[src/assert_macros.svh]
// -----------------------------------------------------------------------------
// Assertion macros
// Shared concurrent-assertion shorthands for the page table walker.
// -----------------------------------------------------------------------------
`ifndef ASSERT_MACROS_SVH
`define ASSERT_MACROS_SVH

// Same-cycle implication, disabled during reset.
`define ASSERT_IMPLIES(name, clk, rst, ante, cons) \
  name: assert property (@(posedge clk) disable iff (rst) (ante) |-> (cons)) \
    else $error("same-cycle implication violated");

// Next-cycle implication, disabled during reset.
`define ASSERT_NEXT(name, clk, rst, ante, cons) \
  name: assert property (@(posedge clk) disable iff (rst) (ante) |=> (cons)) \
    else $error("next-cycle implication violated");

`endif

[src/tlpt_pkg.sv]
// -----------------------------------------------------------------------------
// tlpt_pkg
// Types and constants shared by the two-level page table walker.
// -----------------------------------------------------------------------------
`default_nettype none

package tlpt_pkg;

  localparam int DIRECTORIES_DEF = 4;
  localparam int POOL_TABLES_DEF = 64;

  localparam int ENTRIES     = 1024;   // entries per directory and per table
  localparam int IDX_W       = 10;     // directory / table index width
  localparam int OFFSET_W    = 12;     // page offset width
  localparam int DIR_SHIFT   = 22;     // directory index position in vaddr
  localparam int ADDR_W      = 32;
  localparam int FLAGS_W     = 12;
  localparam int DIR_ID_W    = 2;
  localparam int STATUS_W    = 2;
  localparam int FRAME_W     = ADDR_W - OFFSET_W;
  localparam int IN_DATA_W   = 80;     // dir_id, vaddr, paddr, flags, zero pad
  localparam int OUT_DATA_W  = 40;     // status, phys_result, zero pad
  localparam int OUT_PAD_W   = OUT_DATA_W - STATUS_W - ADDR_W;

  localparam logic [IDX_W-1:0] IDX_LAST = IDX_W'(ENTRIES - 1);

  typedef enum logic {
    OP_MAP       = 1'b0,
    OP_TRANSLATE = 1'b1
  } op_t;

  typedef enum logic [STATUS_W-1:0] {
    ST_OK         = 2'd0,
    ST_NOT_MAPPED = 2'd1,
    ST_EXHAUSTED  = 2'd2
  } status_t;

  // controller -> datapath
  typedef struct packed {
    logic    load_req;    // capture the incoming request
    logic    dclr_we;     // directory clear-pass write at the sweep counter
    logic    cnt_clr;
    logic    cnt_inc;
    logic    dir_link;    // link a fresh pool table into the directory entry
    logic    slot_ld;     // take the slot from the directory read data
    logic    tbl_clr_we;  // zero one leaf of the linked table
    logic    leaf_we;     // write the mapped leaf
    logic    res_ld;      // load the output register
    status_t res_status;
  } ctrl_cmd_t;

  // datapath -> controller
  typedef struct packed {
    logic op_translate;
    logic dir_valid;
    logic pool_full;
    logic leaf_present;
    logic cnt_last_dir;
    logic cnt_last_tbl;
    logic out_busy;
  } dp_stat_t;

endpackage

`default_nettype wire

[src/tlpt_ctrl.sv]
// -----------------------------------------------------------------------------
// tlpt_ctrl
// Sequencer for directory clear, map and translate walks.
// -----------------------------------------------------------------------------
`default_nettype none
`include "assert_macros.svh"

module tlpt_ctrl (
  input  wire logic                clk,
  input  wire logic                rst,
  input  wire logic                in_valid,
  output logic                     in_ready,
  input  wire tlpt_pkg::dp_stat_t  stat,
  output tlpt_pkg::ctrl_cmd_t      cmd
);

  typedef enum logic [3:0] {
    S_CLEAR_DIR,
    S_IDLE,
    S_DIR_RD,
    S_DIR_CHK,
    S_CLEAR_TBL,
    S_LEAF_WR,
    S_LEAF_RD,
    S_LEAF_CHK,
    S_RESP
  } state_t;

  state_t            state;
  tlpt_pkg::status_t status_q;

  always_ff @(posedge clk) begin
    if (rst) begin
      state    <= S_CLEAR_DIR;
      status_q <= tlpt_pkg::ST_OK;
    end else begin
      unique case (state)
        S_CLEAR_DIR: begin
          if (stat.cnt_last_dir) state <= S_IDLE;
        end
        S_IDLE: begin
          if (in_valid) state <= S_DIR_RD;
        end
        S_DIR_RD: begin
          state <= S_DIR_CHK;
        end
        S_DIR_CHK: begin
          priority if (stat.dir_valid) begin
            state <= stat.op_translate ? S_LEAF_RD : S_LEAF_WR;
          end else if (stat.op_translate) begin
            status_q <= tlpt_pkg::ST_NOT_MAPPED;
            state    <= S_RESP;
          end else if (stat.pool_full) begin
            status_q <= tlpt_pkg::ST_EXHAUSTED;
            state    <= S_RESP;
          end else begin
            state <= S_CLEAR_TBL;
          end
        end
        S_CLEAR_TBL: begin
          if (stat.cnt_last_tbl) state <= S_LEAF_WR;
        end
        S_LEAF_WR: begin
          status_q <= tlpt_pkg::ST_OK;
          state    <= S_RESP;
        end
        S_LEAF_RD: begin
          state <= S_LEAF_CHK;
        end
        S_LEAF_CHK: begin
          status_q <= stat.leaf_present ? tlpt_pkg::ST_OK : tlpt_pkg::ST_NOT_MAPPED;
          state    <= S_RESP;
        end
        S_RESP: begin
          if (!stat.out_busy) state <= S_IDLE;
        end
        default: begin
          state <= S_CLEAR_DIR;
        end
      endcase
    end
  end

  assign in_ready = (state == S_IDLE);

  always_comb begin
    cmd            = '0;
    cmd.res_status = status_q;
    unique case (state)
      S_CLEAR_DIR: begin
        cmd.dclr_we = 1'b1;
        cmd.cnt_inc = 1'b1;
        cmd.cnt_clr = stat.cnt_last_dir;
      end
      S_IDLE: begin
        cmd.load_req = in_valid;
      end
      S_DIR_CHK: begin
        if (stat.dir_valid) begin
          cmd.slot_ld = 1'b1;
        end else if (!stat.op_translate && !stat.pool_full) begin
          cmd.dir_link = 1'b1;
          cmd.cnt_clr  = 1'b1;
        end
      end
      S_CLEAR_TBL: begin
        cmd.tbl_clr_we = 1'b1;
        cmd.cnt_inc    = 1'b1;
        cmd.cnt_clr    = stat.cnt_last_tbl;
      end
      S_LEAF_WR: begin
        cmd.leaf_we = 1'b1;
      end
      S_RESP: begin
        cmd.res_ld = !stat.out_busy;
      end
      default: begin
      end
    endcase
  end

  `ASSERT_IMPLIES(a_res_no_overrun, clk, rst, cmd.res_ld, !stat.out_busy)
  `ASSERT_IMPLIES(a_link_has_room, clk, rst, cmd.dir_link, !stat.pool_full && !stat.dir_valid)

endmodule

`default_nettype wire

[config.mk]
export PLATFORM = sky130hd
export DESIGN_NAME = tlpt_ctrl
export DESIGN_NICKNAME = d
export VERILOG_FILES = /design/src/tlpt_pkg.sv /design/src/tlpt_ctrl.sv
export VERILOG_INCLUDE_DIRS = /design/src /design/src/src
export SDC_FILE = /design/constraint.sdc
export NUM_CORES = 1
export LEC_CHECK = 0
export CAP_MARGIN = 15
export CORE_MARGIN = 8
export CORE_UTILIZATION = 29
export DETAILED_ROUTE_END_ITERATION = 16
export DONT_BUFFER_PORTS = 1
export PLACE_DENSITY_LB_ADDON = 0.3
export SLEW_MARGIN = 20
export SYNTH_ARGS = -nofsm -noshare
export SYNTH_HDL_FRONTEND = slang
export SYNTH_SLANG_ARGS = --single-unit
export TNS_END_PERCENT = 1
[constraint.sdc]
create_clock -name clk -period 2.41 [get_ports clk]
set_clock_uncertainty 0.2 [all_clocks]
set_input_delay 0.241 -clock clk [delete_from_list [all_inputs] [get_ports clk]]
set_output_delay 0.241 -clock clk [all_outputs]
set_load 0.1 [all_outputs]
Word-level counts from Yosys, hierarchy flattened
Cells that the tools add are included.

word-level totals
  register bits after elaboration = 6
  logic and storage cells = 51
  input bits = 10
  output and inout port bits = 12

cells by class
  reductions and logical operators = 10
  mux-type cells = 25
  equal/unequal tests = 14

operators with widths
  kind                  count
  $pmux W4 S8           1
  $mux W4               7
  $eq A4 B3 Y1 const B  4
  $mux W1               10
  $mux W2               5
  $ne A2 B2 Y1 const B  5
  $eq A4 B2 Y1 const B  2
  $pmux W2 S3           1
  $eq A4 B1 Y1 const B  1
  $eq A4 B4 Y1 const B  1
  $logic_not A4 Y1      1
  $reduce_and A4 Y1     1
  $reduce_or A2 Y1      2
  $logic_not A1 Y1      3
  $ne A3 B3 Y1 const B  1
  $pmux W1 S3           1
  $reduce_and A3 Y1     1
  $reduce_bool A3 Y1    1
  $logic_and A1 B1 Y1   1

Longest topological paths before layout
Gate-level depths: netlist of run 1.

  depth after elaboration = 5
  depth in mapped cells = 6
  mapped depth without buffers = 4

Least setup slack after synthesis of run 1
No wires, ideal clock.

  path kind = register -> output
  start = reg state[1]
  end = out cmd[8] (netlist bit)
  path slack = -1.419 ns
  arrival time = 3.388 ns
  stages on the path, launching flop included = 4
  data required time = 1.969 ns
  buffers on the path = 1
  cells stage by stage = dfxtp_1 > clkbuf_1 > nor3_1 > a21o_1

RTL lines
  element                 line             source
  start, declared         tlpt_ctrl.sv:29  state_t state;
  start signal, assigned  tlpt_ctrl.sv:49  state <= stat.op_translate ? S_LEAF_RD : S_LEAF_WR;
  end, declared           tlpt_ctrl.sv:14  output tlpt_pkg::ctrl_cmd_t cmd

==> impl_metrics.tcl, run 1 <==
set metrics [dict create \
    run_status "complete, no violations" \
    met1_length_microns 644 \
    r2r_end "status_q[0]" \
    grt_pass1_wl_microns 2450 \
    io_buffers 0 \
    root_buffer "clkbuf_4" \
    area_growth_pct 50.3 \
    postRouteAntennaNets 0 \
    stdcell_area_sq_um 718 \
    grt_usage_pct 9.18 \
    maxSlewHeadroom_pct 66.6 \
    num-fill-cells 147 \
    cts_tree "done" \
    peakVddDrop_uv 454 \
    drt_wl_total_microns 1470 \
    first_pass_iters 4 \
    fp-row-count 14 \
    coreArea_sq_mm 0.00152 \
    synth_edf_count 0 \
    cp.required_ns 1.97 \
    setup-violations-final 0 \
    ff2ff_path_depth 5 \
    r2r_setup_slack_ns 0.46 \
    dp_hpwl_microns 1120 \
    drt_iter0_drc 12 \
    nets 91 \
    synthTopCellsByCount "nor2_1 (9), nor3_1 (7), dfxtp_1 (6)" \
    combPwrFrac_pct 66.5 \
    ys.flop_type "dfxtp_1" \
    cts_setup_buffers 0 \
    r2r-start "state[0]" \
    synth_area_sq_um 478 \
    dp_slack_ns 0.392 \
    synth-seq-cells 6 \
    seq_power_share_pct 20.1 \
    min_path_type "input pin to flip-flop" \
    finalCriticalPeriod_ns 2.17 \
    synth_top_area_share_pct 25.1 \
    met3_length_microns 164 \
    cp-end-kind "primary output" \
    num_antenna_cells 0 \
    dieHeight_microns 56.6 \
    drive_gt1_share_pct 35.4 \
    antenna_found_initial 0 \
    yosysWarnings 0 \
    p_sw_w 0.000415 \
    htreeDepth 1 \
    yosys-top-cells-area "dfxtp_1 (25%), nor3_1 (7.3%), nor2_1 (7.1%), o41ai_4 (5.8%), nand2b_1 (5.2%)" \
    globalplace.congestion 0.807 \
    power_leakage_nw 0.282 \
    top_layer_used "met4" \
    vias_per_cell 5.43 \
    clock_insertion_delay_worst_skew_ns 0.25 \
    initial_core_util_pct 31.4 \
    numCtsBuffers 3 \
    post_drt_wl_per_cell_microns 15.5 \
    grt.overflow.total 0 \
    synth_nets 73 \
    worstSetupStartpointType "flip-flop" \
    setup_ws_ns 0.238 \
    holdPathStages 3 \
    die_x_microns 56.6 \
    clockBufferDepth 2 \
    p_sw_share_pct 57.6 \
    clk_pin_slew_ns 0.05 \
    critPathKind "flip-flop to primary output" \
    max_stage_delay_ns 0.40 \
    ys_types 29 \
    timing.final.crit_share_pct 90.1 \
    cp_slowest_cell "dfxtp_1" \
    whs_endpoint "state[0]" \
    crit_chain "or2_4, nor3_2, and2_1, a21o_1, buf_12" \
    routed-wl-met2_microns 647 \
    ios 22 \
    yosysTopAreaCell "dfxtp_1" \
    grt_max_degree 12 \
    drv_cap 0 \
    p_int_w 0.000306 \
    clock.fmax_ghz 0.460 \
    pwr-share-clk_pct 13.4 \
    via_count 516 \
    arrival_ns 1.73 \
    whs_ns 0.00598 \
    drv_slew 0 \
    synth.yosys.seq_area_share_pct 25.1 \
    async_flop_share_pct 0 \
    grt_setup_unrepaired "false" \
    worst_slew_pin_slew_ns 0.500 \
    syn_area_per_cell_sq_um 7.59 \
    die-area_sq_mm 0.00320 \
    place_area_sq_um 653 \
    grt_pass1_vias 534 \
    postSynthCellCount 63 \
    hold_start "rst" \
    cts_sinks 6 \
    drc 0 \
    finalHoldViolCount 0 \
    crit_fanout 10 \
    yosysMostFrequentCell "nor2_1" \
    p_per_area_mw_per_mm2 1000 \
]
final cells by class:
| cell class | count | area, sq um | share of cell area (%) |
|---|---|---|---|
| repair buffers | 18 | 188 | 26.1 |
| flip-flops and latches | 6 | 120 | 16.7 |
| multi-input cells | 50 | 360 | 50.2 |
| inverters | 2 | 7.51 | 1.05 |
| well taps | 16 | 20.0 | 2.79 |
| clock buffers | 3 | 22.5 | 3.14 |
cell usage in the layout, fill, tap and decap left out, types with 2 or more instances in the layout:
cell type,instances
a21oi_1,4
and2_1,2
buf_12,2
buf_4,11
clkbuf_4,3
dfxtp_1,6
dlygate4sd3_1,4
inv_1,2
nand2_1,5
nand2b_1,4
nand3b_1,2
nor2_1,7
nor2_2,2
nor3_1,3
nor3_2,2
nor3_4,3
o21ai_0,2
per-layer routing:
metal / GRT usage [%] / up-vias
li1: - / 261
met1: 10.7 / 235
met2: 13.6 / 18
met3: 5.84 / 2
met4: 2.06 / 0
met5: 0 / -
power by group through the flow:
stage / Clock [W] / Sequential [W] / Combinational [W]
3_5_place_dp: 0 / 0.000146 / 0.000475
3_3_place_gp: 0 / 0.000145 / 0.000474
6_report: 0.0000965 / 0.000145 / 0.000480
5_1_grt: 0.000103 / 0.000146 / 0.000501
2_1_floorplan: 0 / 0.000126 / 0.000372
4_1_cts: 0.0000996 / 0.000144 / 0.000482
worst max-delay path, delay by kind of cell, from the launching register on:
| kind | cells | cell delay (ns) |
|---|---|---|
| compound gates | 1 | 0.14 |
| buf+inv | 1 | 0.18 |
| flops | 1 | 0.40 |
| simple gates | 3 | 0.76 |
cells by family after synthesis:
logic type,synth area share [%]
AOI/OAI and AO/OA,24.3
buffers and inverters,9.68
DFF,25.1
muxes,2.36
and+or+nand+nor,38.5
state kept, by name (all words and copies together) (netlist names):
name,flops
state,4
status_q,2
worst max-delay path by stage:
stage	start	endpoint	cells after the start	slack, ns
3_5_place_dp	state[3]	cmd[8]	5	0.39
4_1_cts	state[3]	cmd[8]	5	0.11
5_1_grt	state[0]	cmd[8]	5	0.09
6_report	state[3]	cmd[8]	5	0.24
2_1_floorplan	state[3]	cmd[4]	3	-0.64
3_3_place_gp	state[3]	cmd[8]	5	0.44
through the flow:
| step | std cells | power, W | util (%) | setup TNS (ns) |
|---|---|---|---|---|
| floorplan | 63 | 0.000499 | - | -1.97 |
| global placement | 88 | 0.000619 | 42.9 | 0 |
| detailed placement | 88 | 0.000621 | 42.9 | 0 |
| CTS | 95 | 0.000726 | 47.0 | 0 |
| global route | 95 | 0.000751 | 47.1 | 0 |
| finish | 95 | 0.000721 | 47.1 | 0 |
timing repair:
item                       4_1_cts  5_1_grt
gates resized for setup          0        1
setup endpoints to repair        0        1
hold buffers                     4        0
hold endpoints to repair         5        0
Power figures use the tool's default switching activity.
==> run 2: changes to the inputs <==
--- a/config.mk
+++ b/config.mk
@@ -6,12 +6,14 @@
 export SDC_FILE = /design/constraint.sdc
 export NUM_CORES = 1
 export LEC_CHECK = 0
+export ABC_AREA = 1
 export CAP_MARGIN = 15
 export CORE_MARGIN = 8
 export CORE_UTILIZATION = 29
 export DETAILED_ROUTE_END_ITERATION = 16
 export DONT_BUFFER_PORTS = 1
 export PLACE_DENSITY_LB_ADDON = 0.3
+export RECOVER_POWER = 100
 export SLEW_MARGIN = 20
 export SYNTH_ARGS = -nofsm -noshare
 export SYNTH_HDL_FRONTEND = slang
==> constraint.sdc (replaced) <==
create_clock -name clk -period 2.1 [get_ports clk]
set_clock_uncertainty 0.2 [all_clocks]
set_input_delay 0.21 -clock clk [delete_from_list [all_inputs] [get_ports clk]]
set_output_delay 0.21 -clock clk [all_outputs]
set_load 0.1 [all_outputs]
==> run 2 against run 1 <==
Hold slack better by 0.010 ns. Utilization is 2.2 points lower. Total power is 23% higher. Die area is 0.94% higher.
==> impl_metrics.tcl, run 2 <==
set metrics [dict create \
    syn_area_per_cell_sq_um 6.13 \
    whs_ns 0.0159 \
    placed_cells 107 \
    layoutNonFillerInstCount 114 \
    grt_usage_pct 7.78 \
    postRouteAntennaNets 0 \
    numCtsBuffers 3 \
    coreArea_sq_mm 0.00154 \
    run_status "complete, no violations" \
    yosys-top-cells-area "dfxtp_1 (25%), nand2_1 (12%), nand3_1 (10%), inv_1 (9.3%), nor2_1 (9.3%)" \
    antenna_found_initial 0 \
    first_pass_iters 4 \
    clk_pin_slew_ns 0.04 \
    synth-seq-cells 6 \
    io_buffers 0 \
    ios 22 \
    ys_types 17 \
    synth_edf_count 0 \
    area_growth_pct 42.9 \
    drive_gt1_share_pct 32.7 \
    drt_iter0_drc 5 \
    top_register "state" \
    clock_insertion_delay_worst_skew_ns 0.24 \
    crit_fanout 5 \
    grt_setup_unrepaired "false" \
    setup-violations-final 0 \
    total_power_w 0.000884 \
    final_common_cell "nand2_1" \
    die-area_sq_mm 0.00323 \
    ff2ff_path_depth 6 \
    holdPathStages 3 \
    place_area_sq_um 658 \
    synth_top_family_by_area "simple AND/OR/NAND/NOR gates" \
    async_flop_share_pct 0 \
    arrival_ns 1.54 \
    dp_hpwl_microns 1050 \
    yosysMostFrequentCell "nand2_1" \
    post_drt_wl_per_cell_microns 10.9 \
    yosysWarnings 0 \
    synth.yosys.seq_area_share_pct 24.8 \
    synthTopCellsByCount "nand2_1 (16), inv_1 (12), nor2_1 (12)" \
    nets 110 \
    final_cell_mix "nand2_1 (16), inv_1 (13), nor2_1 (10), nand3_1 (10), clkbuf_4 (7)" \
    dieHeight_microns 56.9 \
    cts_sinks 6 \
    finalCriticalPeriod_ns 1.95 \
    grt_max_degree 8 \
    worst_slew_pin_slew_ns 0.560 \
    synth_compound_area_share_pct 12.1 \
    synth_area_sq_um 484 \
    clock.fmax_ghz 0.514 \
    p_per_area_mw_per_mm2 1280 \
    num_antenna_cells 0 \
    htreeDepth 1 \
    top_regs "state (4), status_q (2)" \
    cts_tree "done" \
    vias_per_cell 4.60 \
    peakVddDrop_uv 458 \
    yosysTopAreaCell "dfxtp_1" \
    worstSetupStartpointType "flip-flop" \
    timing.final.crit_share_pct 92.7 \
    drc 0 \
    synth-xor-area-share_pct 0 \
    ys.flop_type "dfxtp_1" \
    grt.overflow.total 0 \
    largest_register_ffs 4 \
    initial_core_util_pct 31.4 \
    grt_pass1_vias 482 \
    globalplace.congestion 0.750 \
    grt_pass1_wl_microns 2070 \
    cp.required_ns 1.69 \
    maxSlewHeadroom_pct 62.7 \
    via_count 524 \
    synth_top_area_share_pct 24.8 \
    power_leakage_nw 0.347 \
    finalHoldViolCount 0 \
    drv_cap 0 \
    cp-end-kind "primary output" \
    min_path_type "input pin to flip-flop" \
    postSynthCellCount 79 \
    clockBufferDepth 2 \
    fp-row-count 14 \
    num-fill-cells 174 \
    synthAdderAreaFrac_pct 0 \
    muxShareOfSynthArea_pct 0 \
    root_buffer "clkbuf_4" \
    stdcell_area_sq_um 692 \
    die_x_microns 56.9 \
    critPathKind "flip-flop to primary output" \
    synth_nets 89 \
    drt_wl_total_microns 1240 \
    synthSimpleGateAreaFrac_pct 50.6 \
    drv_slew 0 \
    r2r_setup_slack_ns 0.43 \
]
-- run 2: cell count changes after synthesis, sizes merged, moves of 2 or more --
cell    before  now
nor2         9   17
nor3         8    3
and2         2    0
inv          2   16
nand2b       4    0
nand3b       2    0
nand3        0   10
buf          4    0
nand2        5   18
-- run 2: worst paths after layout --
path              startpoint     endpoint
setup / recovery    state[3]       cmd[2]
setup reg to reg    state[3]  status_q[0]
hold / removal      in_valid     state[0]
hold reg to reg     state[0]     state[3]
-- run 2: cells by family (layout without fill, tap and decap cells) --
| group | count (synthesis) | count (layout) |
|---|---|---|
| and+or+nand+nor | 49 | 49 |
| buffers and inverters | 16 | 35 |
| AOI/OAI and AO/OA | 8 | 8 |
| DFF | 6 | 6 |
-- run 2: repair_timing --
item | in CTS | in global routing
hold endpoints to repair | 6 | 0
hold buffers | 4 | 0
gates resized for setup | 0 | 0
setup buffers | 0 | 0
-- run 2: cell type report --
| type | count | area (sq um) | share of cell area (%) |
|---|---|---|---|
| tap | 16 | 20.0 | 2.89 |
| clock buffer | 3 | 22.5 | 3.25 |
| timing repair buffer | 16 | 128 | 18.4 |
| multi-input combinational | 57 | 342 | 49.4 |
| inverter | 16 | 60.1 | 8.68 |
| sequential | 6 | 120 | 17.4 |
-- run 2: worst max-delay path, cell delays in order, from the launching register on --
cell and delay, ns:
dfxtp_1 0.49, inv_1 0.21, nor4_4 0.27, buf_4 0.32
-- run 2: where the power goes --
group / switching, W / total (W) / leakage [nW] / internal [W]
combinational: 0.000499 / 0.000629 / 0.285 / 0.000131
sequential: 0.0000220 / 0.000152 / 0.0487 / 0.000130
clock: 0.0000377 / 0.000102 / 0.0138 / 0.0000644
-- run 2: metrics by stage --
step           TNS [ns]  utilization, %  setup slack, ns
3_3_place_gp          0            42.7            0.456
4_1_cts               0            46.8            0.170
2_1_floorplan     -1.25               -           -0.617
3_5_place_dp          0            42.7            0.436
6_report              0            44.9            0.154
5_1_grt               0            44.9           0.0473
-- run 2: metal layers --
layer | vias to the layer above | global-route usage, % | part of all wire [%]
li1 | 291 | - | -
met1 | 213 | 8.50 | 46
met2 | 18 | 11.9 | 43
met3 | 2 | 4.72 | 11
met4 | 0 | 3.02 | 0.48
met5 | - | 0 | 0
